## src/rtl/tkd_pkg.sv

```systemverilog
// ----------------------------------------------------------------------------
// tkd_pkg
// Key codes, parser phases and the per-byte step record that the terminal
// escape key decoder shares between its files.
// ----------------------------------------------------------------------------
package tkd_pkg;

  localparam int ByteW = 8;
  localparam int KindW = 5;

  localparam logic [KindW-1:0] K_CHAR  = 5'd0;
  localparam logic [KindW-1:0] K_NONE  = 5'd1;
  localparam logic [KindW-1:0] K_ESC   = 5'd2;
  localparam logic [KindW-1:0] K_BS    = 5'd3;
  localparam logic [KindW-1:0] K_UP    = 5'd4;
  localparam logic [KindW-1:0] K_DOWN  = 5'd5;
  localparam logic [KindW-1:0] K_RIGHT = 5'd6;
  localparam logic [KindW-1:0] K_LEFT  = 5'd7;
  localparam logic [KindW-1:0] K_HOME  = 5'd8;
  localparam logic [KindW-1:0] K_END   = 5'd9;
  localparam logic [KindW-1:0] K_DEL   = 5'd10;
  localparam logic [KindW-1:0] K_PGUP  = 5'd11;
  localparam logic [KindW-1:0] K_PGDN  = 5'd12;
  localparam logic [KindW-1:0] K_F1    = 5'd13;
  localparam logic [KindW-1:0] K_F5    = 5'd17;

  localparam logic [ByteW-1:0] CH_ESC   = 8'h1B;
  localparam logic [ByteW-1:0] CH_BS    = 8'h08;
  localparam logic [ByteW-1:0] CH_TILDE = 8'h7E;
  localparam logic [ByteW-1:0] CH_SS3   = 8'h4F;  // 'O'
  localparam logic [ByteW-1:0] CH_CSI   = 8'h5B;  // '['
  localparam logic [ByteW-1:0] CH_ONE   = 8'h31;  // '1'

  typedef enum logic [2:0] {
    PH_IDLE  = 3'd0,
    PH_ESC   = 3'd1,
    PH_SS3   = 3'd2,
    PH_CSI   = 3'd3,
    PH_ONE   = 3'd4,
    PH_DIGIT = 3'd5,
    PH_SKIP  = 3'd6
  } phase_t;

  typedef struct packed {
    logic              emit;
    logic [KindW-1:0]  kind;
    logic [ByteW-1:0]  code;
    phase_t            phase_next;
    logic [ByteW-1:0]  digit_next;
    logic [KindW-1:0]  pending_next;
  } step_t;

  // Key given after the discarded byte of ESC [ 2..8 x.
  function automatic logic [KindW-1:0] skip_key(input logic [ByteW-1:0] b);
    logic [KindW-1:0] k;
    case (b)
      8'h32:   k = K_NONE;
      8'h33:   k = K_DEL;
      8'h34:   k = K_END;
      8'h35:   k = K_PGUP;
      8'h36:   k = K_PGDN;
      8'h37:   k = K_HOME;
      8'h38:   k = K_END;
      default: k = K_NONE;
    endcase
    return k;
  endfunction

endpackage

```

## src/rtl/tkd_decode.sv

```systemverilog
// ----------------------------------------------------------------------------
// tkd_decode
// One parser step: from the current phase, held bytes and the new byte,
// work out the result (if any) and the next parser state.
// ----------------------------------------------------------------------------
module tkd_decode (
  input  tkd_pkg::phase_t                  phase,
  input  logic [tkd_pkg::ByteW-1:0]        held_digit,
  input  logic [tkd_pkg::KindW-1:0]        pending_key,
  input  logic [tkd_pkg::ByteW-1:0]        rx_byte,
  output tkd_pkg::step_t                   step
);
  import tkd_pkg::*;

  always_comb begin
    step              = '0;
    step.phase_next   = PH_IDLE;
    step.digit_next   = held_digit;
    step.pending_next = pending_key;
    case (phase)
      PH_ESC: begin
        if (rx_byte == CH_SS3) begin
          step.phase_next = PH_SS3;
        end else if (rx_byte == CH_CSI) begin
          step.phase_next = PH_CSI;
        end else begin
          step.emit = 1'b1;
          step.kind = K_ESC;
        end
      end
      PH_SS3: begin
        step.emit = 1'b1;
        if (rx_byte inside {[8'h50:8'h53]}) begin
          step.kind = K_F1 + KindW'(rx_byte[1:0]);
        end else begin
          step.kind = K_NONE;
        end
      end
      PH_CSI: begin
        case (rx_byte)
          8'h41: begin step.emit = 1'b1; step.kind = K_UP;    end
          8'h42: begin step.emit = 1'b1; step.kind = K_DOWN;  end
          8'h43: begin step.emit = 1'b1; step.kind = K_RIGHT; end
          8'h44: begin step.emit = 1'b1; step.kind = K_LEFT;  end
          8'h48: begin step.emit = 1'b1; step.kind = K_HOME;  end
          8'h46: begin step.emit = 1'b1; step.kind = K_END;   end
          CH_ONE: begin
            step.phase_next = PH_ONE;
          end
          default: begin
            if (rx_byte inside {[8'h32:8'h38]}) begin
              step.pending_next = skip_key(rx_byte);
              step.phase_next   = PH_SKIP;
            end else begin
              step.emit = 1'b1;
              step.kind = K_NONE;
            end
          end
        endcase
      end
      PH_ONE: begin
        if (rx_byte == CH_TILDE) begin
          step.emit = 1'b1;
          step.kind = K_HOME;
        end else begin
          step.digit_next = rx_byte;
          step.phase_next = PH_DIGIT;
        end
      end
      PH_DIGIT: begin
        step.emit = 1'b1;
        if (held_digit inside {[8'h31:8'h35]} && rx_byte == CH_TILDE) begin
          step.kind = K_F1 + KindW'(held_digit - CH_ONE);
        end else begin
          step.kind = K_HOME;
        end
      end
      PH_SKIP: begin
        step.emit = 1'b1;
        step.kind = pending_key;
      end
      default: begin
        // Idle, and the unused phase code as well.
        if (rx_byte == CH_ESC) begin
          step.phase_next = PH_ESC;
        end else if (rx_byte == CH_BS) begin
          step.emit = 1'b1;
          step.kind = K_BS;
        end else begin
          step.emit = 1'b1;
          step.kind = K_CHAR;
          step.code = rx_byte;
        end
      end
    endcase
  end

endmodule

```

## src/rtl/terminal_escape_key_decoder.sv

```systemverilog
// ----------------------------------------------------------------------------
// terminal_escape_key_decoder
// Turns received terminal bytes into key events, decoding ESC O and ESC [
// sequences into arrows, editing keys and F1..F5.
//
//   channel | dir | handshake          | payload
//   rx      | in  | rx_valid/rx_stall  | rx_byte
//   key     | out | key_valid/key_stall| key_kind, char_code
//
// One byte per cycle while the result is not stalled: an input register feeds
// the parser step, which writes the result register. A byte that completes a
// key crosses both registers in turn. Bytes inside a sequence give no result.
// key_stall holds the result register and, through it, the input register.
// rst clears the parser to idle and empties both registers.
// ----------------------------------------------------------------------------
module terminal_escape_key_decoder (
  input  logic                          clk,
  input  logic                          rst,
  input  logic                          rx_valid,
  output logic                          rx_stall,
  input  logic [tkd_pkg::ByteW-1:0]     rx_byte,
  output logic                          key_valid,
  input  logic                          key_stall,
  output logic [tkd_pkg::KindW-1:0]     key_kind,
  output logic [tkd_pkg::ByteW-1:0]     char_code
);
  import tkd_pkg::*;

  logic             byte_valid;
  logic [ByteW-1:0] byte_hold;
  phase_t           phase;
  logic [ByteW-1:0] held_digit;
  logic [KindW-1:0] pending_key;
  step_t            step;
  logic             advance;

  // Parse the held byte whenever the result slot is empty or being taken.
  assign advance  = byte_valid && (!key_valid || !key_stall);
  assign rx_stall = byte_valid && !advance;

  tkd_decode u_decode (
    .phase       (phase),
    .held_digit  (held_digit),
    .pending_key (pending_key),
    .rx_byte     (byte_hold),
    .step        (step)
  );

  always_ff @(posedge clk) begin
    if (rst) begin
      byte_valid  <= 1'b0;
      phase       <= PH_IDLE;
      held_digit  <= '0;
      pending_key <= '0;
      key_valid   <= 1'b0;
    end else begin
      if (!rx_stall) begin
        byte_valid <= rx_valid;
      end
      if (key_valid && !key_stall) begin
        key_valid <= 1'b0;
      end
      if (advance) begin
        phase       <= step.phase_next;
        held_digit  <= step.digit_next;
        pending_key <= step.pending_next;
        if (step.emit) begin
          key_valid <= 1'b1;
        end
      end
    end
  end

  always_ff @(posedge clk) begin
    if (rx_valid && !rx_stall) begin
      byte_hold <= rx_byte;
    end
    if (advance && step.emit) begin
      key_kind  <= step.kind;
      char_code <= step.code;
    end
  end

endmodule

```

## config.mk

```make
export PLATFORM = sky130hd
export DESIGN_NAME = terminal_escape_key_decoder
export DESIGN_NICKNAME = d
export VERILOG_FILES = /design/src/rtl/tkd_pkg.sv /design/src/rtl/tkd_decode.sv /design/src/rtl/terminal_escape_key_decoder.sv
export SDC_FILE = /design/constraint.sdc
export NUM_CORES = 1
export LEC_CHECK = 0
export BUFFER_PORTS_ARGS = -buffer_cell sky130_fd_sc_hd__buf_2
export CAP_MARGIN = 20
export CORE_MARGIN = 2
export CORE_UTILIZATION = 45
export DETAILED_ROUTE_END_ITERATION = 16
export PLACE_DENSITY = 0.6
export SYNTH_ARGS = -nofsm -noshare
export SYNTH_HDL_FRONTEND = slang
export SYNTH_HIERARCHICAL = 1
export SYNTH_SLANG_ARGS = --single-unit
```

## constraint.sdc

```tcl
create_clock -name clk -period 5.1 [get_ports clk]
set_input_delay 0.255 -clock clk [delete_from_list [all_inputs] [get_ports clk]]
set_output_delay 0.255 -clock clk [all_outputs]
set_load 0.01 [all_outputs]
```

# [Word-level counts from Yosys, hierarchy flattened]
# Index checks and enable logic that the tools add are counted.
[totals] reg_bits=39 out_inout_bits=15
[classes] n_bitwise=2 order_cmp=6 eq_ne=24 mux=22 addsub=3 n_reduce_logical=21
[op_table] cell="$eq A8 B7 Y1 const B" count=9
[op_table] cell="$eq A8 B6 Y1 const B" count=7
[op_table] cell="$pmux W6 S7" count=1
[op_table] cell="$pmux W6 S6" count=1
[op_table] cell="$mux W6" count=4
[op_table] cell="$pmux W4 S5" count=1
[op_table] cell="$ge A8 B6 Y1 const B" count=2
[op_table] cell="$le A8 B6 Y1 const B" count=2
[op_table] cell="$mux W14" count=1
[op_table] cell="$pmux W3 S4" count=1
[op_table] cell="$mux W11" count=1
[op_table] cell="$mux W5" count=2
[op_table] cell="$eq A3 B3 Y1 const B" count=3
[op_table] cell="$logic_and A1 B1 Y1" count=9
[op_table] cell="$eq A8 B4 Y1 const B" count=1
[op_table] cell="$eq A8 B5 Y1 const B" count=1
[op_table] cell="$ge A8 B7 Y1 const B" count=1
[op_table] cell="$le A8 B7 Y1 const B" count=1
[op_table] cell="$mux W8" count=1
[op_table] cell="$reduce_or A8 Y1" count=1
[op_table] cell="$reduce_or A7 Y1" count=1
[op_table] cell="$eq A3 B2 Y1 const B" count=2
[op_table] cell="$mux W3" count=2
[op_table] cell="$pmux W3 S2" count=1
[op_table] cell="14 further kinds" count=22

# [Depth between registers and ports, before layout]
# Gate-level depths: netlist of run 1.
[depth] depth_word=7 ltp_mapped=10 depth_no_buf=9

# [Cells and area by module]
# The synthesis of run 1 kept the hierarchy.
[by_module_without_submodules] mod="terminal_escape_key_decoder" n_inst=1 area_per_inst_um2=1443.9 seq_area_each_um2=991.0 cells_per_inst=102
[by_module_without_submodules] mod="tkd_decode" n_inst=1 area_per_inst_um2=1062.3 seq_area_each_um2=0.0 cells_per_inst=152

# [Worst setup path after synthesis of run 1]
# Ideal clock, no wire load.
[synth_path] path_type="register to register" start="register byte_hold[0]" end="register char_code[0] (netlist bit) (enable)" n_path_buf=0 setup_ns=0.387 path_stages_with_launch=10 arrival_time_ns=2.163 path_slack_ns=2.549 period_less_slack_ns=2.551 required_ns=4.713 cell_sequence="edfxtp_1 -> inv_1 -> ha_1 -> nand2_2 -> nor3_4 -> o21a_1 -> o21ai_0 -> nand3_1 -> nand2_1 -> a21oi_1"
[synth_rtl] element="start, declared" line="terminal_escape_key_decoder.sv:30" rtl="logic [ByteW-1:0] byte_hold;"
[synth_rtl] element="start signal, assigned" line="terminal_escape_key_decoder.sv:76" rtl="byte_hold <= rx_byte;"
[synth_rtl] element="end signal, assigned" line="terminal_escape_key_decoder.sv:80" rtl="char_code <= step.code;"
[synth_rtl] element="end, declared" line="terminal_escape_key_decoder.sv:25" rtl="output logic [tkd_pkg::ByteW-1:0] char_code"

==> results of run 1 <==
==> area by class of cell <==
type                    count  share of cell area
clock buffers               5              0.0252
flip-flops and latches     39               0.362
repair buffers             28              0.0544
clock inverters             3              0.0142
multi-input cells         190               0.497
inverters                  10              0.0137
well taps                  72              0.0329
==> synth_stat cells (all sizes together) <==
cell type and instances:
a211o 1, a21boi 1, a21o 1, a21oi 12
a22o 1, a22oi 1, a31oi 1, and2 7
and3 2, and3b 1, and4bb 1, buf 10
clkbuf 5, dfxtp 18, edfxtp 21, ha 6
inv 10, mux2 7, mux2i 19, nand2 18
nand2b 38, nand3 12, nand4 4, nand4b 1
nor2 12, nor2b 6, nor3 4, nor3b 4
nor4 1, nor4b 2, o2111ai 1, o211a 1
o211ai 1, o21a 1, o21ai 11, o221ai 1
o22ai 2, o31a 2, o31ai 3, o32ai 1
o41ai 1, xnor2 1, xor2 1
==> cell families after synthesis <==
| kind of cell | after synthesis | synth area share |
|---|---|---|
| buffers and inverters | 25 | 0.0619 |
| AND/OR/NAND/NOR | 113 | 0.276 |
| flip-flops | 39 | 0.395 |
| AO/OA/AOI/OAI | 43 | 0.118 |
| multiplexers | 26 | 0.112 |
| adder cells (fa/ha/maj) | 6 | 0.0300 |
| XOR/XNOR | 2 | 0.00699 |
==> routing by layer <==
layer  part of all wire  up-vias
li1                   -      942
met1               0.46      945
met2               0.45       82
met3              0.071       10
met4              0.019        0
met5                  0        -
==> registers in the layout (all words and copies together) (netlist names) <==
register and cells:
pending_key 5, char_code 8, held_digit 8, byte_valid 1, phase 3, key_kind 5, key_valid 1, byte_hold 8
==> per-stage QoR <==
stage	power (µW)	setup slack (ps)
global placement	418	2130
CTS	673	2490
finish	665	2470
detailed placement	418	2510
global route	693	2260
floorplan	401	2550
==> final timing paths <==
kind / end / slack (ps) / cells after the start
worst min register to register: held_digit[5] / 490 / 2
worst min-delay path: byte_hold[5] / 130 / 1
worst max-delay path: key_kind[2] / 2470 / 10
worst max register to register: key_kind[2] / 2470 / 10
==> worst max-delay path: stages (launching register included) <==
cell	delay [ps]
edfxtp_1	510
inv_1	180
ha_1	250
nand2_2	130
nor3_4	320
o21a_1	140
o21ai_0	70
nand3_1	100
nand2_1	70
a21oi_1	290
buf_4	270
==> power groups by stage <==
stage,logic [µW],registers [µW],clock network (µW)
2_1_floorplan,44.4,357,0
3_3_place_gp,55.8,362,0
3_5_place_dp,56.8,362,0
4_1_cts,56.8,354,261
5_1_grt,62.1,356,275
6_report,56.9,355,253
==> metrics, run 1 <==
cells after synthesis approximately 250; Multi-input gate area between 1000 and 1500 µm²; Worst setup SP type flip-flop; first-pass GRT wire length about 9.1 mm; Clk network pwr share 0.381; design area between 2000 and 3000 µm²; Critical Path RT slightly above 5000 ps; count of final hold-check violations 0; core area around 5400 µm²; # fillers 519; Routed WL per cell about 16 µm; Routed Antenna Nets 0; Seq cells post-synth 39; Tot GR Track Use 0.194; Post-CTS Repair Setup Buffers 0; Netlist cell types 55; Max Cap Viol 0; Port Buffers 26; Setup crit end kind flip-flop; Worst-Margin Slew 656 ps; TritonCTS clock tree yes; yosys warns 6; sequential power share 0.533; Synth area leaders edfxtp_1 (25%), dfxtp_1 (14%), nand2b_1 (9.0%); NetSw roughly 150 µW; fraction of layout cells with a size suffix above 1 0.200; unrepaired setup endpoints after global routing no; Layout Skew 3.91 ps; VDD IR max about 0.19 mV; Net Count, Synth approximately 270; H-Tree Depth 2; type of the worst setup path flip-flop to flip-flop; status completed; clk buf depth 2; met1 usage 0.262; Sw Ratio 0.232; P_leak roughly 0.0010 µW; Worst-Skew Late Latency roughly 300 ps; Slew HR 0.560; Hold WS about 130 ps; Final setup viols 0; sequential area share after synthesis 0.395; internal power 510 µW; Max FO, Critical Path 11; Final Cycle Share 0.515; routing usage on met2 0.305; Yosys top cell area share 0.252; utilization after layout 0.503; RR Startpoint byte_hold[0]; io pins 27; n_diodes 0; WP data arrival between 2000 and 3000 ps; DR iter-0 viols around 140; Slew Limit Fails 0; Hold Startpoint rx_byte[5]; site row count 27; Final Wtd Congestion around 0.89; initial antenna violation count 0; post-CTS sizing 0; Reg clk slew, reported paths around 70 ps; dominant cell type by area after synthesis edfxtp_1; Die X-Extent between 70 and 80 µm; drt pass-1 iters 5; setup_tns 0 ps; post-route insts no fill 347; placed cell count between 300 and 400; Detailed Route WL 5.61 mm; TritonCTS buffer count 5; Hold Path Class primary input to flip-flop; fin crit period ~2600 ps; placed inst area around 2600 µm²; Die Footprint 6180 µm²; CTS Root Cell clkbuf_8; # nets final 292; grt total ovfl 0; cts hold-fix bufs 0; met3 Usage GRT 0.0414; Avg Cell Area, Syn 9.87 µm²; DRC violations left 0; TritonCTS Sinks 39; Area Overhead vs Synth 9.14%; Die Ht roughly 80 µm; Synth Cell Area 2510 µm²; Vias roughly 2000; most frequent cells in the layout nand2b_1 (36), buf_2 (26), edfxtp_1 (21), mux2i_1 (19), dfxtp_1 (18); crit path from byte_hold[0]; Vias/cell between 5 and 6; largest net degree at the start of global routing 35; PwrDens between 200 and 250 nW/µm²; hpwl dp about 4.0 mm; FMAX 381 MHz; commonest non-fill, non-tap cell in the layout nand2b_1; starting density of the core 0.461; combinational power share 0.086; vias in the first global route ~1900; Storage cell area around 990 µm²; Most Crowded Layer GR met2
(Power assumes the default switching activity.)
==> run 2: changes to the inputs <==
Clock period 5.1 ns to 2.67 ns, I/O delays scaled along.
==> metrics, run 2 (synthesized netlist as in run 1, its figures left out) <==
Critical path buffers and inverters 2 (unchanged); Final Wtd Congestion 0.935 (was 0.892); R2R Path End char_code[0] (was key_kind[2]); cts hold-fix bufs 0 (unchanged); fraction of layout cells with a size suffix above 1 0.214 (was 0.200); initial antenna violation count 0 (unchanged); Max FO, Critical Path 13 (was 11); Max Cap Viol 0 (unchanged); Hold Path Class primary input to flip-flop (unchanged); first-pass GRT wire length 9.32 mm (was 9.15 mm); TritonCTS Sinks 39 (unchanged); DR iter-0 viols 160 (was 135); Final Cycle Share 0.902 (was 0.515); crit path from byte_hold[0] (unchanged); hpwl dp 4.20 mm (was 4.03 mm); Tot GR Track Use 0.199 (was 0.194); WP data arrival 2400 ps (was 2630 ps); DP Worst Slack 315 ps (was 2510 ps); most frequent cells in the layout nand2b_1 (36), buf_2 (26), edfxtp_1 (21), mux2i_1 (19), dfxtp_1 (18) (unchanged); RR Startpoint byte_hold[0] (unchanged); Die Ht 78.6 µm (unchanged); Vias 1935 (was 1979); setup_tns 0 ps (unchanged); crit-path max cell delay 510 ps (about the same); TritonCTS clock tree yes (unchanged); drt pass-1 iters 5 (unchanged); H-Tree Depth 2 (unchanged); design area 2780 µm² (was 2740 µm²); biggest registers after layout byte_hold x8, char_code x8, held_digit x8 (unchanged); Storage cell area 991 µm² (unchanged); Critical Path RT 2660 ps (was 5100 ps); post-CTS sizing 0 (unchanged); placed inst area 2670 µm² (was 2630 µm²); Layout Skew 3.22 ps (was 3.91 ps); Routed WL per cell 16.2 µm (about the same); Final setup viols 0 (unchanged); Die Footprint 6180 µm² (unchanged); Hold Startpoint rx_byte[4] (was rx_byte[5]); largest net degree at the start of global routing 35 (unchanged); Routed Antenna Nets 0 (unchanged); Hold Path Depth 1 (unchanged); P_leak 0.00107 µW (was 0.00104 µW); Post-CTS Repair Setup Buffers 0 (unchanged); slowest stage cell, crit path edfxtp_1 (unchanged); Port Buffers 26 (unchanged); Die X-Extent 78.6 µm (unchanged); PwrDens 458 nW/µm² (was 243 nW/µm²); io pins 27 (unchanged); R2R setup slack 260 ps (was 2470 ps); Vias/cell 5.48 (was 5.70); starting density of the core 0.461 (unchanged); TritonCTS buffer count 5 (unchanged); site row count 27 (unchanged); Slew HR 0.576 (was 0.560); grt total ovfl 0 (unchanged); # nets final 298 (was 292); unrepaired setup endpoints after global routing no (unchanged); status completed (unchanged); Multi-input gate area 1360 µm² (unchanged); FMAX 415 MHz (was 381 MHz); VDD IR max 0.328 mV (was 0.186 mV); Worst-Skew Late Latency 290 ps (was 300 ps); Setup crit end kind flip-flop (unchanged); clk buf depth 2 (unchanged); Slew Limit Fails 0 (unchanged); type of the worst setup path flip-flop to flip-flop (unchanged); n_diodes 0 (unchanged); fin crit period 2410 ps (was 2630 ps); Worst setup SP type flip-flop (unchanged); vias in the first global route 1862 (was 1866); Worst-Margin Slew 633 ps (was 656 ps); # fillers 516 (was 519); core area 5440 µm² (unchanged); cell count along the critical path 10 (unchanged); Reg clk slew, reported paths 70 ps (about the same); R2R depth 10 (unchanged); critical path endpoint char_code[0] (was key_kind[2]); crit-path cells inv_1 > ha_1 > nand2_2 > nor3_4 > o21a_1 > o21ai_0 > nand3_1 > nand2_1 > a21oi_1 > buf_4 (unchanged); DRC violations left 0 (unchanged); commonest non-fill, non-tap cell in the layout nand2b_1 (unchanged); Detailed Route WL 5.73 mm (was 5.61 mm); CP delay by family, top simple AND/OR/NAND/NOR gates (unchanged); Hold WS 16.6 ps (was 128 ps); count of final hold-check violations 0 (unchanged); CTS Root Cell clkbuf_8 (unchanged); Setup WS post-layout 261 ps (was 2470 ps); Area Overhead vs Synth 10.7% (was 9.14%)
-- run 2: worst min path at each step --
stage | slack, ps | endpoint
final | 20 | byte_hold[4]
after floorplan | 230 | byte_hold[0]
after CTS | 8 | byte_hold[7]
after global placement | 310 | byte_hold[7]
after global routing | 8 | byte_hold[5]
after detailed placement | 310 | byte_hold[1]
-- run 2: final cells by class --
| class | count | share of cell area |
|---|---|---|
| multi-input cells | 190 | 0.490 |
| clock buffers | 7 | 0.0275 |
| well taps | 72 | 0.0325 |
| inverters | 10 | 0.0135 |
| flip-flops and latches | 39 | 0.357 |
| clock inverters | 1 | 0.0108 |
| repair buffers | 34 | 0.0685 |
-- run 2: metrics by stage --
step	util	power, µW	instances
6_report	0.510	1270	353
5_1_grt	0.510	1330	353
4_1_cts	0.510	1290	353
3_5_place_dp	0.491	803	345
3_3_place_gp	0.491	804	345
2_1_floorplan	-	766	254
-- run 2: where the power goes --
| group | internal [µW] | leakage [µW] | switching, µW |
|---|---|---|---|
| clock network | 280 | 0.0000524 | 201 |
| registers | 651 | 0.000347 | 21.2 |
| logic | 53.2 | 0.000668 | 63.1 |
| total | 984 | 0.00107 | 286 |
-- run 2: per-layer routing --
metal | wire length, µm | global-route usage | vias to the layer above
met5 | 0 | 0 | -
met3 | 451 | 0.0529 | 13
met2 | 2610 | 0.311 | 75
met4 | 121 | 0.0789 | 0
met1 | 2550 | 0.262 | 899
li1 | - | - | 948
==> run 3: changes to the inputs <==
Settings changed: BUFFER_PORTS_ARGS -buffer_cell sky130_fd_sc_hd__buf_2 to unset, DONT_BUFFER_PORTS set to 1, PLACE_DENSITY 0.6 to 0.56.
==> metrics, run 3 (synthesized netlist as in run 1, its figures left out) <==
status completed (unchanged); crit-path max cell delay 500 ps (was 510 ps); Hold Startpoint rst (was rx_byte[4]); fraction of layout cells with a size suffix above 1 0.128 (was 0.214); Critical path buffers and inverters 2 (unchanged); internal power 977 µW (was 984 µW); drt pass-1 iters 4 (was 5); TritonCTS buffer count 5 (unchanged); Final setup viols 0 (unchanged); post-route insts no fill 337 (was 353); Area Overhead vs Synth 9.69% (was 10.7%); first-pass GRT wire length 9.52 mm (was 9.32 mm); largest net degree at the start of global routing 34 (was 35); hpwl dp 4.14 mm (was 4.20 mm); DRC violations left 0 (unchanged); Worst-Margin Slew 638 ps (was 633 ps); NetSw 293 µW (was 286 µW); Clk network pwr share 0.384 (was 0.379); Vias 1877 (was 1935); Die Ht 78.6 µm (unchanged); Slew HR 0.573 (was 0.576); Setup crit end kind flip-flop (unchanged); Tot GR Track Use 0.205 (was 0.199); R2R setup slack 290 ps (was 260 ps); PwrDens 462 nW/µm² (was 458 nW/µm²); R2R depth 10 (unchanged); VDD IR max 0.262 mV (was 0.328 mV); unrepaired setup endpoints after global routing no (unchanged); placed cell count 318 (was 345); R2R Path End char_code[2] (was char_code[0]); Detailed Route WL 5.80 mm (was 5.73 mm); Final Cycle Share 0.891 (was 0.902); Worst setup SP type flip-flop (unchanged); H-Tree Depth 2 (unchanged); core area 5440 µm² (unchanged); Hold Path Class primary input to flip-flop (unchanged); CP delay by family, top simple AND/OR/NAND/NOR gates (unchanged); Vias/cell 5.57 (was 5.48); Final Wtd Congestion 0.907 (was 0.935); Routed Antenna Nets 0 (unchanged); Max Cap Viol 0 (unchanged); site row count 27 (unchanged); P_leak 0.00101 µW (was 0.00107 µW); crit-path cells inv_1 > ha_1 > nand2_2 > nor3_4 > o21a_1 > o21ai_0 > nand3_1 > nand2_1 > a21oi_1 > buf_4 (unchanged); slowest stage cell, crit path edfxtp_1 (unchanged); clk buf depth 2 (unchanged); fin crit period 2380 ps (was 2410 ps); Layout Skew 5.74 ps (was 3.22 ps); type of the worst setup path flip-flop to flip-flop (unchanged); utilization after layout 0.505 (was 0.510); Slew Limit Fails 0 (unchanged); # nets final 282 (was 298); WP data arrival 2380 ps (was 2400 ps); cell count along the critical path 10 (unchanged); RR Startpoint byte_hold[0] (unchanged); grt total ovfl 0 (unchanged); Port Buffers 0 (was 26); Die X-Extent 78.6 µm (unchanged); biggest registers after layout byte_hold x8, char_code x8, held_digit x8 (unchanged); io pins 27 (unchanged); starting density of the core 0.461 (unchanged); Max FO, Critical Path 13 (unchanged); Worst-Skew Late Latency 300 ps (was 290 ps); Critical Path RT 2670 ps (was 2660 ps); TritonCTS Sinks 39 (unchanged); n_diodes 0 (unchanged); power after layout 1270 µW (about the same); count of final hold-check violations 0 (unchanged); DR iter-0 viols 118 (was 160); initial antenna violation count 0 (unchanged); Reg clk slew, reported paths 80 ps (was 70 ps); Hold WS 12.8 ps (was 16.6 ps); vias in the first global route 1870 (was 1862); most frequent cells in the layout nand2b_1 (36), edfxtp_1 (21), mux2i_1 (19), dfxtp_1 (18), nand2_1 (17) (was nand2b_1 (36), buf_2 (26), edfxtp_1 (21), mux2i_1 (19), dfxtp_1 (18)); FMAX 420 MHz (was 415 MHz); end of the worst hold path held_digit[0] (was byte_hold[4]); Routed WL per cell 17.2 µm (was 16.2 µm); Hold Path Depth 2 (was 1); # fillers 515 (was 516); combinational power share 0.080 (was 0.092); Sw Ratio 0.230 (was 0.225); sequential power share 0.536 (was 0.530); CTS Root Cell clkbuf_8 (unchanged); setup_tns 0 ps (unchanged); commonest non-fill, non-tap cell in the layout nand2b_1 (unchanged); Die Footprint 6180 µm² (unchanged); TritonCTS clock tree yes (unchanged)
==> run 3: cell types whose count changed in the layout (fill, tap and decap cells not counted) <==
cell | before | now
clkinv_1 | 0 | 1
clkbuf_1 | 2 | 0
buf_4 | 8 | 7
buf_2 | 26 | 0
clkinv_2 | 0 | 1
dlygate4sd3_1 | 0 | 11
==> run 3: area by class of cell <==
class	instances	area, µm²	area share
Clock buffer	5	68.8	0.0250
Timing Repair Buffer	18	163	0.0592
Clock inverter	3	38.8	0.0141
Sequential cell	39	991	0.360
Multi-Input combinational cell	190	1360	0.495
Tap cell	72	90.1	0.0328
Inverter	10	37.5	0.0137
==> run 3: metal layers <==
metal,share of wire,global-route usage,up-vias,wire length [µm]
met5,0,0,-,0
met4,0.022,0.0965,0,130
met3,0.056,0.0460,12,326
met2,0.44,0.303,55,2560
met1,0.48,0.283,892,2790
li1,-,-,918,-
==> run 3: worst max path at each step <==
stage                            start      endpoint
after floorplan           byte_hold[0]  char_code[0]
after global placement    byte_hold[0]  char_code[1]
after detailed placement  byte_hold[0]  char_code[7]
after CTS                 byte_hold[0]  char_code[7]
after global routing      byte_hold[0]   key_kind[4]
final                     byte_hold[0]  char_code[2]
==> run 3: timing repair <==
item,in CTS,in global routing
endpoints found under the hold margin,10,0
resized for setup,0,0
hold buffers,11,0
buffers inserted,0,0
==> run 3: worst reg2reg max path: stages, from the launching register on <==
cell      delay (ps)
edfxtp_1         500
inv_1            170
ha_1             260
nand2_2          130
nor3_4           310
o21a_1           140
o21ai_0           70
nand3_1          100
nand2_1           70
a21oi_1          120
buf_4            230
==> run 3: per-stage QoR <==
stage / area [µm²] / worst slack [ps]
after floorplan: 2510 / 119
after global placement: 2530 / 359
after detailed placement: 2530 / 320
after CTS: 2750 / 305
after global routing: 2750 / 59.5
final: 2750 / 290
==> run 3: power groups by stage <==
stage               Combinational, µW  Sequential, µW  Clock [µW]
floorplan                        84.8             681           0
global placement                 87.5             695           0
detailed placement               87.6             695           0
CTS                               101             681         506
global route                      111             684         524
finish                            102             680         487
